## src/sv/wlcm_pkg.sv

```systemverilog
// ----------------------------------------------------------------------------
// wlcm_pkg
// Shared types and constants of the warning light channel mixer.
// ----------------------------------------------------------------------------
package wlcm_pkg;

   // parameter defaults
   localparam int unsigned FULL_LEVEL_DEF    = 100;
   localparam int unsigned NIGHT_DIVISOR_DEF = 2;

   // field widths
   localparam int unsigned CHAN_W  = 5;
   localparam int unsigned MASK_W  = 32;
   localparam int unsigned TIME_W  = 16;
   localparam int unsigned VALUE_W = 16;
   localparam int unsigned LEVEL_W = 8;
   localparam int unsigned THR_W   = 8;
   localparam int unsigned MODE_W  = 5;
   localparam int unsigned IDX_W   = 3;
   localparam int unsigned DATA_W  = 32;

   // mode flag bit positions
   localparam int unsigned MODE_FLASH    = 0;
   localparam int unsigned MODE_NIGHT    = 1;
   localparam int unsigned MODE_CRUISE   = 2;
   localparam int unsigned MODE_TAKEDOWN = 3;
   localparam int unsigned MODE_OVERHEAT = 4;

   // intensity constants
   localparam logic [VALUE_W-1:0] EMERG_FULL    = 16'hFFFF;
   localparam logic [VALUE_W-1:0] TAKEDOWN_FULL = 16'd65000;
   localparam logic [LEVEL_W-1:0] CRUISE_LEVEL  = 8'd5;
   localparam logic [LEVEL_W-1:0] NIGHT_RESET   = 8'd40;
   localparam logic [THR_W-1:0]   THR_RESET     = 8'd100;
   localparam int unsigned        THR_DIVISOR   = 100;

   typedef enum logic [IDX_W-1:0] {
      CSR_MODE      = 3'd0,
      CSR_TD_SELECT = 3'd1,
      CSR_EMERG_LVL = 3'd2,
      CSR_TD_LVL    = 3'd3,
      CSR_NIGHT_LVL = 3'd4,
      CSR_THROTTLE  = 3'd5
   } csr_index_type;

   typedef enum logic [1:0] {
      KIND_NONE = 2'd0,
      KIND_PWM  = 2'd1,
      KIND_GPIO = 2'd2
   } kind_type;

   typedef struct packed {
      kind_type           kind;
      logic               pin;
      logic [VALUE_W-1:0] full;
      logic [LEVEL_W-1:0] level;
   } mix_sel_type;

endpackage

```

## src/sv/warning_light_channel_mixer.sv

```systemverilog
// ----------------------------------------------------------------------------
// warning_light_channel_mixer
// Per-channel mixer: PWM compare value or GPIO level for one light channel.
// ----------------------------------------------------------------------------
// Usage:
//   Request: drive req_* and pulse start; a request is taken on every clock
//   edge with start high and busy low. busy is always low, so one channel can
//   be taken every cycle.
//   Result: rsp_valid strobes for one cycle with rsp_out_kind,
//   rsp_compare_value and rsp_pin_level. The receiver cannot hold results
//   off, and none is needed: every request yields exactly one result.
//   Pipeline: seven stages (decode, level multiply, two reciprocal divide
//   steps, throttle multiply, two reciprocal divide steps); throughput one
//   request per cycle.
//   Config: csr_valid/csr_ready with csr_index and csr_wdata; csr_ready is
//   always high. Write only while no request is in flight.
//   Reset: synchronous, clears the pipe valids and loads the register
//   defaults; in-flight requests are dropped.
// ----------------------------------------------------------------------------
module warning_light_channel_mixer #(
   parameter int unsigned FULL_LEVEL    = wlcm_pkg::FULL_LEVEL_DEF,
   parameter int unsigned NIGHT_DIVISOR = wlcm_pkg::NIGHT_DIVISOR_DEF
) (
   input  logic                          clock,
   input  logic                          reset,
   input  logic                          start,
   output logic                          busy,
   input  logic [wlcm_pkg::CHAN_W-1:0]   req_chan_id,
   input  logic                          req_is_takedown,
   input  logic [1:0]                    req_drive_type,
   input  logic                          req_polarity_high,
   input  logic                          req_step_present,
   input  logic [wlcm_pkg::MASK_W-1:0]   req_step_lit_mask,
   input  logic [wlcm_pkg::TIME_W-1:0]   req_step_length,
   input  logic [wlcm_pkg::TIME_W-1:0]   req_step_left,
   output logic                          rsp_valid,
   output logic [1:0]                    rsp_out_kind,
   output logic [wlcm_pkg::VALUE_W-1:0]  rsp_compare_value,
   output logic                          rsp_pin_level,
   input  logic                          csr_valid,
   output logic                          csr_ready,
   input  logic [wlcm_pkg::IDX_W-1:0]    csr_index,
   input  logic [wlcm_pkg::DATA_W-1:0]   csr_wdata
);
   import wlcm_pkg::*;

   localparam int unsigned STAGES = 7;
   localparam int unsigned P1_W   = 24;
   localparam int unsigned R1_W   = 25;
   localparam int unsigned X2_W   = 32;
   localparam int unsigned R2_W   = 26;
   localparam int unsigned Q2_W   = 26;
   localparam int unsigned WIN_W  = TIME_W + 6;

   localparam logic [R1_W-1:0]    DIV1_RECIP = R1_W'((64'd1 << P1_W) / FULL_LEVEL);
   localparam logic [R2_W-1:0]    DIV2_RECIP = R2_W'((64'd1 << X2_W) / THR_DIVISOR);
   localparam logic [LEVEL_W-1:0] FULL_L     = LEVEL_W'(FULL_LEVEL);
   localparam logic [WIN_W-1:0]   ND_W       = WIN_W'(NIGHT_DIVISOR);
   localparam logic [TIME_W-1:0]  ND_T       = TIME_W'(NIGHT_DIVISOR);
   localparam logic [6:0]         THR_DIV_L  = 7'(THR_DIVISOR);

   // configuration registers
   logic [MODE_W-1:0]  mode_ff;
   logic [MASK_W-1:0]  td_sel_ff;
   logic [LEVEL_W-1:0] emerg_lvl_ff;
   logic [LEVEL_W-1:0] td_lvl_ff;
   logic [LEVEL_W-1:0] night_lvl_ff;
   logic [THR_W-1:0]   thr_ff;
   logic [LEVEL_W-1:0] wr_level;

   assign csr_ready = 1'b1;
   assign busy      = 1'b0;

   always_comb begin
      wr_level = {1'b0, csr_wdata[6:0]};
      if (wr_level > FULL_L) begin
         wr_level = FULL_L;
      end
   end

   always_ff @(posedge clock) begin
      if (reset) begin
         mode_ff      <= '0;
         td_sel_ff    <= '0;
         emerg_lvl_ff <= FULL_L;
         td_lvl_ff    <= FULL_L;
         night_lvl_ff <= NIGHT_RESET;
         thr_ff       <= THR_RESET;
      end else if (csr_valid && csr_ready) begin
         case (csr_index)
            CSR_MODE:      mode_ff      <= csr_wdata[MODE_W-1:0];
            CSR_TD_SELECT: td_sel_ff    <= csr_wdata[MASK_W-1:0];
            CSR_EMERG_LVL: emerg_lvl_ff <= wr_level;
            CSR_TD_LVL:    td_lvl_ff    <= wr_level;
            CSR_NIGHT_LVL: night_lvl_ff <= wr_level;
            CSR_THROTTLE:  thr_ff       <= csr_wdata[THR_W-1:0];
            default: ;
         endcase
      end
   end

   // stage A: channel decode
   logic [MASK_W-1:0] td_mask;
   logic              td_on;
   logic              run_emerg;
   logic              in_window;
   logic              chan_active;
   logic              lit;
   logic [TIME_W-1:0] elapsed;
   logic [TIME_W:0]   elapsed_inc;
   logic [WIN_W-1:0]  win_prod;
   mix_sel_type       sel;

   always_comb begin
      td_mask   = '0;
      if (mode_ff[MODE_TAKEDOWN]) begin
         td_mask = (td_sel_ff == '0) ? '1 : td_sel_ff;
      end
      td_on     = mode_ff[MODE_TAKEDOWN] && !mode_ff[MODE_OVERHEAT];
      run_emerg = mode_ff[MODE_FLASH] && !td_on && !mode_ff[MODE_OVERHEAT];

      elapsed     = (req_step_length > req_step_left) ?
                    req_step_length - req_step_left : '0;
      elapsed_inc = {1'b0, elapsed} + 1'b1;
      win_prod    = {5'd0, elapsed_inc} * ND_W;
      if (req_step_length != '0 && req_step_length < ND_T) begin
         in_window = (elapsed == '0);
      end else begin
         in_window = (win_prod <= {6'd0, req_step_length});
      end

      chan_active = run_emerg && req_step_present &&
                    (!mode_ff[MODE_NIGHT] || in_window) &&
                    req_step_lit_mask[req_chan_id];

      lit       = 1'b0;
      sel.full  = '0;
      sel.level = '0;
      if (mode_ff[MODE_OVERHEAT]) begin
         lit = 1'b0;
      end else if (req_is_takedown) begin
         if (td_on && td_mask[req_chan_id]) begin
            lit       = 1'b1;
            sel.full  = TAKEDOWN_FULL;
            sel.level = td_lvl_ff;
         end
      end else if (run_emerg) begin
         if (chan_active) begin
            lit       = 1'b1;
            sel.full  = EMERG_FULL;
            sel.level = mode_ff[MODE_NIGHT] ? night_lvl_ff : emerg_lvl_ff;
         end else if (mode_ff[MODE_CRUISE]) begin
            lit       = 1'b1;
            sel.full  = EMERG_FULL;
            sel.level = CRUISE_LEVEL;
         end
      end else if (!td_on && mode_ff[MODE_CRUISE]) begin
         lit       = 1'b1;
         sel.full  = EMERG_FULL;
         sel.level = CRUISE_LEVEL;
      end

      case (req_drive_type)
         2'd1:    sel.kind = KIND_PWM;
         2'd2:    sel.kind = KIND_GPIO;
         default: sel.kind = KIND_NONE;
      endcase
      sel.pin = (sel.kind == KIND_GPIO) && (lit == req_polarity_high);
   end

   // pipe valids
   logic [STAGES-1:0] vld_ff;
   logic [STAGES-1:0] vld_in;

   assign vld_in = {vld_ff[STAGES-2:0], start && !busy};

   always_ff @(posedge clock) begin
      if (reset) begin
         vld_ff <= '0;
      end else begin
         vld_ff <= vld_in;
      end
   end

   // per-stage control carried with the data
   kind_type kind_ff [STAGES];
   logic     pin_ff  [STAGES];

   always_ff @(posedge clock) begin
      kind_ff[0] <= sel.kind;
      pin_ff[0]  <= sel.pin;
      for (int i = 1; i < STAGES; i++) begin
         kind_ff[i] <= kind_ff[i-1];
         pin_ff[i]  <= pin_ff[i-1];
      end
   end

   // datapath
   logic [VALUE_W-1:0]   full_a_ff;
   logic [LEVEL_W-1:0]   level_a_ff;
   logic [P1_W-1:0]      p1_b_ff;
   logic [P1_W-1:0]      p1_c_ff;
   logic [P1_W-1:0]      qe1_c_ff;
   logic [P1_W-1:0]      q1_d_ff;
   logic [X2_W-1:0]      x2_e_ff;
   logic [X2_W-1:0]      x2_f_ff;
   logic [Q2_W-1:0]      qe2_f_ff;
   logic [VALUE_W-1:0]   value_g_ff;

   logic [P1_W+R1_W-1:0] prod1;
   logic [31:0]          back1;
   logic [31:0]          rem1;
   logic [P1_W-1:0]      q1_in;
   logic [X2_W+R2_W-1:0] prod2;
   logic [X2_W+6:0]      back2;
   logic [X2_W-1:0]      rem2;
   logic [Q2_W-1:0]      q2;
   logic [VALUE_W-1:0]   value_in;

   always_comb begin
      prod1 = {{R1_W{1'b0}}, p1_b_ff} * {{P1_W{1'b0}}, DIV1_RECIP};
      back1 = {8'd0, qe1_c_ff} * {24'd0, FULL_L};
      rem1  = {8'd0, p1_c_ff} - back1;
      q1_in = qe1_c_ff + P1_W'(rem1 >= {24'd0, FULL_L});
      prod2 = {{R2_W{1'b0}}, x2_e_ff} * {{X2_W{1'b0}}, DIV2_RECIP};
      back2 = {{(X2_W+7-Q2_W){1'b0}}, qe2_f_ff} * {{(X2_W){1'b0}}, THR_DIV_L};
      rem2  = x2_f_ff - back2[X2_W-1:0];
      q2    = qe2_f_ff + Q2_W'(rem2 >= X2_W'(THR_DIVISOR));
      if (kind_ff[STAGES-2] != KIND_PWM) begin
         value_in = '0;
      end else if (q2 > Q2_W'(16'hFFFF)) begin
         value_in = '1;
      end else begin
         value_in = q2[VALUE_W-1:0];
      end
   end

   always_ff @(posedge clock) begin
      full_a_ff  <= sel.full;
      level_a_ff <= sel.level;
      p1_b_ff    <= {8'd0, full_a_ff} * {16'd0, level_a_ff};
      p1_c_ff    <= p1_b_ff;
      qe1_c_ff   <= prod1[2*P1_W-1:P1_W];
      q1_d_ff    <= q1_in;
      x2_e_ff    <= {8'd0, q1_d_ff} * {24'd0, thr_ff};
      x2_f_ff    <= x2_e_ff;
      qe2_f_ff   <= prod2[X2_W+Q2_W-1:X2_W];
      value_g_ff <= value_in;
   end

   assign rsp_valid         = vld_ff[STAGES-1];
   assign rsp_out_kind      = kind_ff[STAGES-1];
   assign rsp_compare_value = value_g_ff;
   assign rsp_pin_level     = pin_ff[STAGES-1];

   // checks
   a_rsp_from_req: assert property (@(posedge clock) disable iff (reset)
      rsp_valid |-> $past(start, STAGES))
      else $error("result without a request");

   a_gpio_no_value: assert property (@(posedge clock) disable iff (reset)
      rsp_valid && rsp_out_kind != KIND_PWM |-> rsp_compare_value == '0)
      else $error("compare value on a non-PWM result");

   a_pwm_no_pin: assert property (@(posedge clock) disable iff (reset)
      rsp_valid && rsp_out_kind != KIND_GPIO |-> !rsp_pin_level)
      else $error("pin level on a non-GPIO result");

   a_overheat_off: assert property (@(posedge clock) disable iff (reset)
      rsp_valid && mode_ff[MODE_OVERHEAT] && $stable(mode_ff) && rsp_out_kind == KIND_PWM
      |-> rsp_compare_value == '0)
      else $error("PWM lit during overheat shutdown");

endmodule
```

## config.mk

```make
export PLATFORM = sky130hd
export DESIGN_NAME = warning_light_channel_mixer
export DESIGN_NICKNAME = d
export VERILOG_FILES = /design/src/sv/wlcm_pkg.sv /design/src/sv/warning_light_channel_mixer.sv
export SDC_FILE = /design/constraint.sdc
export NUM_CORES = 2
export LEC_CHECK = 0
export ABC_AREA = 1
export BUFFER_PORTS_ARGS = -buffer_cell sky130_fd_sc_hd__buf_2
export CORE_MARGIN = 2
export CORE_UTILIZATION = 60
export DETAILED_ROUTE_END_ITERATION = 12
export GPL_TIMING_DRIVEN = 0
export PLACE_DENSITY_LB_ADDON = 0.2
export SETUP_SLACK_MARGIN = 0.4
export SLEW_MARGIN = 5
export SYNTH_ARGS = -nofsm -noshare
export SYNTH_HDL_FRONTEND = slang
export SYNTH_SLANG_ARGS = --single-unit
export TNS_END_PERCENT = 50
```

## constraint.sdc

```tcl
create_clock -name clock -period 10.42 [get_ports clock]
set_clock_uncertainty 0.15 [all_clocks]
set_input_delay 2.084 -clock clock [delete_from_list [all_inputs] [get_ports clock]]
set_output_delay 2.084 -clock clock [all_outputs]
set_load 0.01 [all_outputs]
```

==> metrics <==
DRT iter0 DRCs 1644; Mapped Cells 4966; PortBufs 130; Area after DPL 44300 um2; Leak Pwr 26.8 nW; # fillers 6035; initial antenna violation count 4; final hold vios 0; Worst setup EP type flop; global-route wire length before repair 166 mm; Mapped Nets 6459; number of hold buffers added after cts 0; Routed WL per cell 16.4 um; synthesized cell area 42500 um2; Cells after DPL 6036; most frequent cells in the layout inv_1, ha_1, nand2_1; r2r endpoint rsp_compare_value[6]; Clock Tree Root clkbuf_16; worst min path class flop to flop; max cap viols 0; EDFF count, synth 0; worst hold slack 174 ps; unrepaired setup endpoints after global routing false; Seq cells post-synth 280; design area 45500 um2; Post-Route WL 100 mm; Starting Density 0.607; Die Wd 270 um; clk buf depth 3; Final Util 0.650; HPWL Detailed 84.5 mm; GR peak layer met2; GR Layer Usage met3 0.0262; Sink Count 280; fmax 110 MHz; post-placement setup slack 1420 ps; Final Max Tran Viols 0; vias 32500; worst hold stages 0; CP Class flop to flop; DRT Pass-1 Iters 5; async set-reset flop share out of synthesis 0; GPL Wtd Cong 0.943; Final nets 6625; Rows 97; Die H 270 um; minimum clock period 9090 ps; placeable core area 70000 um2; Area Growth Syn to Fin 7.06%; R2R cell count 38; Post-route DRC 0; clock-pin slew on the worst setup and hold paths 60 ps; vias per cell 5.32; Tightest Pin Transition 1070 ps; GR Layer Usage met2 0.506; Synth Warn # 0; CTS tree built; fin cells 6102; pwr dens 166 nW/um2; vias in the first global route 33500; status finished, final reports clean; Post-CTS Setup Bufs 0; CTS Buf Count 34; R2R Setup Slk 1330 ps; Worst path slowest cell dfxtp_1; peak supply drop 0.000535 V; post-cts sizing count 0; share of layout cells above drive strength 1 0.0485; Crit path required time 10710 ps; Slowest Stage Delay on Critical Path 570 ps; Antenna Violating Nets Remaining 0; Setup violations, final 0; largest net degree at the start of global routing 15; I/O Pins 135; total power 7.57 mW; H-tree lvl count 2; post-synth cell types 60; Mean Syn Cell Area 8.56 um2; Main synth FF type dfxtp_1; Tcrit/Tclk final 0.872; CP Max Fanout 10; setup TNS 0 ps; gr ovfl total 0; Total GRT Usage 0.282; Slew HR 0.285; Critical Path Start Type flop; commonest non-fill, non-tap cell in the layout inv_1; register area share after synthesis 0.132; critical path arrival 9370 ps; Hold Path End pin_ff[6]; die area 73000 um2; grt met1 use 0.358; Worst R2R Start qe2_f_ff[1]; clock insertion delay at the later pin of the skew report 590 ps; Final WS setup 1330 ps; hold_sp pin_ff[5]
-- flip-flops by register name (all words and copies together), names as in the netlist, 8 cells and up --
signal	count
td_sel_ff	32
x2_e_ff	27
x2_f_ff	27
p1_b_ff	24
qe2_f_ff	24
p1_c_ff	22
q1_d_ff	19
qe1_c_ff	18
rsp_compare_value	16
kind_ff	14
thr_ff	8
-- layout make-up --
cell class | count | area, um2 | area share
inverter | 1144 | 4290 | 0.0944
timing repair buffer | 130 | 651 | 0.0143
antenna | 4 | 10.0 | 0.000220
multi-input combinational | 3475 | 32300 | 0.710
clock buffer | 42 | 921 | 0.0202
tap | 940 | 1180 | 0.0259
clock inverter | 20 | 243 | 0.00534
sequential | 280 | 5610 | 0.123
buffer | 67 | 300 | 0.00660
-- cell families after synthesis --
group                    count (synthesis)  share of synthesized area
multiplexers                             5                    0.00118
other                                    2                   0.000177
AND/OR/NAND/NOR                       1241                      0.123
flip-flops                             280                      0.132
adder cells (fa/ha/maj)               1380                      0.509
buffers and inverters                 1211                      0.108
AO/OA/AOI/OAI                          640                     0.0834
XOR/XNOR                               207                     0.0427
-- how the worst max path moves through the flow --
| stage | from | to | cells past startpoint |
|---|---|---|---|
| 3_5_place_dp | qe2_f_ff[1] | rsp_compare_value[14] | 39 |
| 5_1_grt | qe2_f_ff[1] | rsp_compare_value[6] | 41 |
| 2_1_floorplan | qe2_f_ff[4] | rsp_compare_value[10] | 43 |
| 6_report | qe2_f_ff[1] | rsp_compare_value[6] | 38 |
| 3_3_place_gp | qe2_f_ff[1] | rsp_compare_value[7] | 38 |
| 4_1_cts | qe2_f_ff[1] | rsp_compare_value[6] | 39 |
-- cells in the mapped netlist (23+ instances only) --
cell      number  area [um2]
a21oi_1      306        1530
a31oi_1       23         144
clkbuf_1      42         158
dfxtp_1      280        5610
fa_1         581       11600
ha_1         799       10000
inv_1       1138        4270
nand2_1      682        2560
nand3_1      120         601
nand4_1       44         275
nor2_1       291        1090
nor3_1        32         160
o21ai_0      208        1040
xnor2_1       68         596
xor2_1       139        1220
-- per-layer routing --
layer  vias up  wire (um)
met1     15700      42700
met4         0       3350
met2       608      50500
li1      16000          -
met5         -          0
met3       186       3410
-- worst max-delay path, delay by kind of cell, from the launching register on --
family	cells	cell delay, ps
AOI/OAI and AO/OA	12	2910
and+or+nand+nor	13	2300
adders and majority gates	6	1970
buffers and inverters	5	600
DFF	1	570
xor gates and xnor gates	2	430
-- power breakdown --
part / total [mW] / internal (mW) / switching, mW
Combinational: 5.13 / 1.97 / 3.16
Clock: 1.24 / 0.718 / 0.521
Sequential: 1.20 / 1.12 / 0.0788
Note: power is estimated with default switching activity, not from simulation.
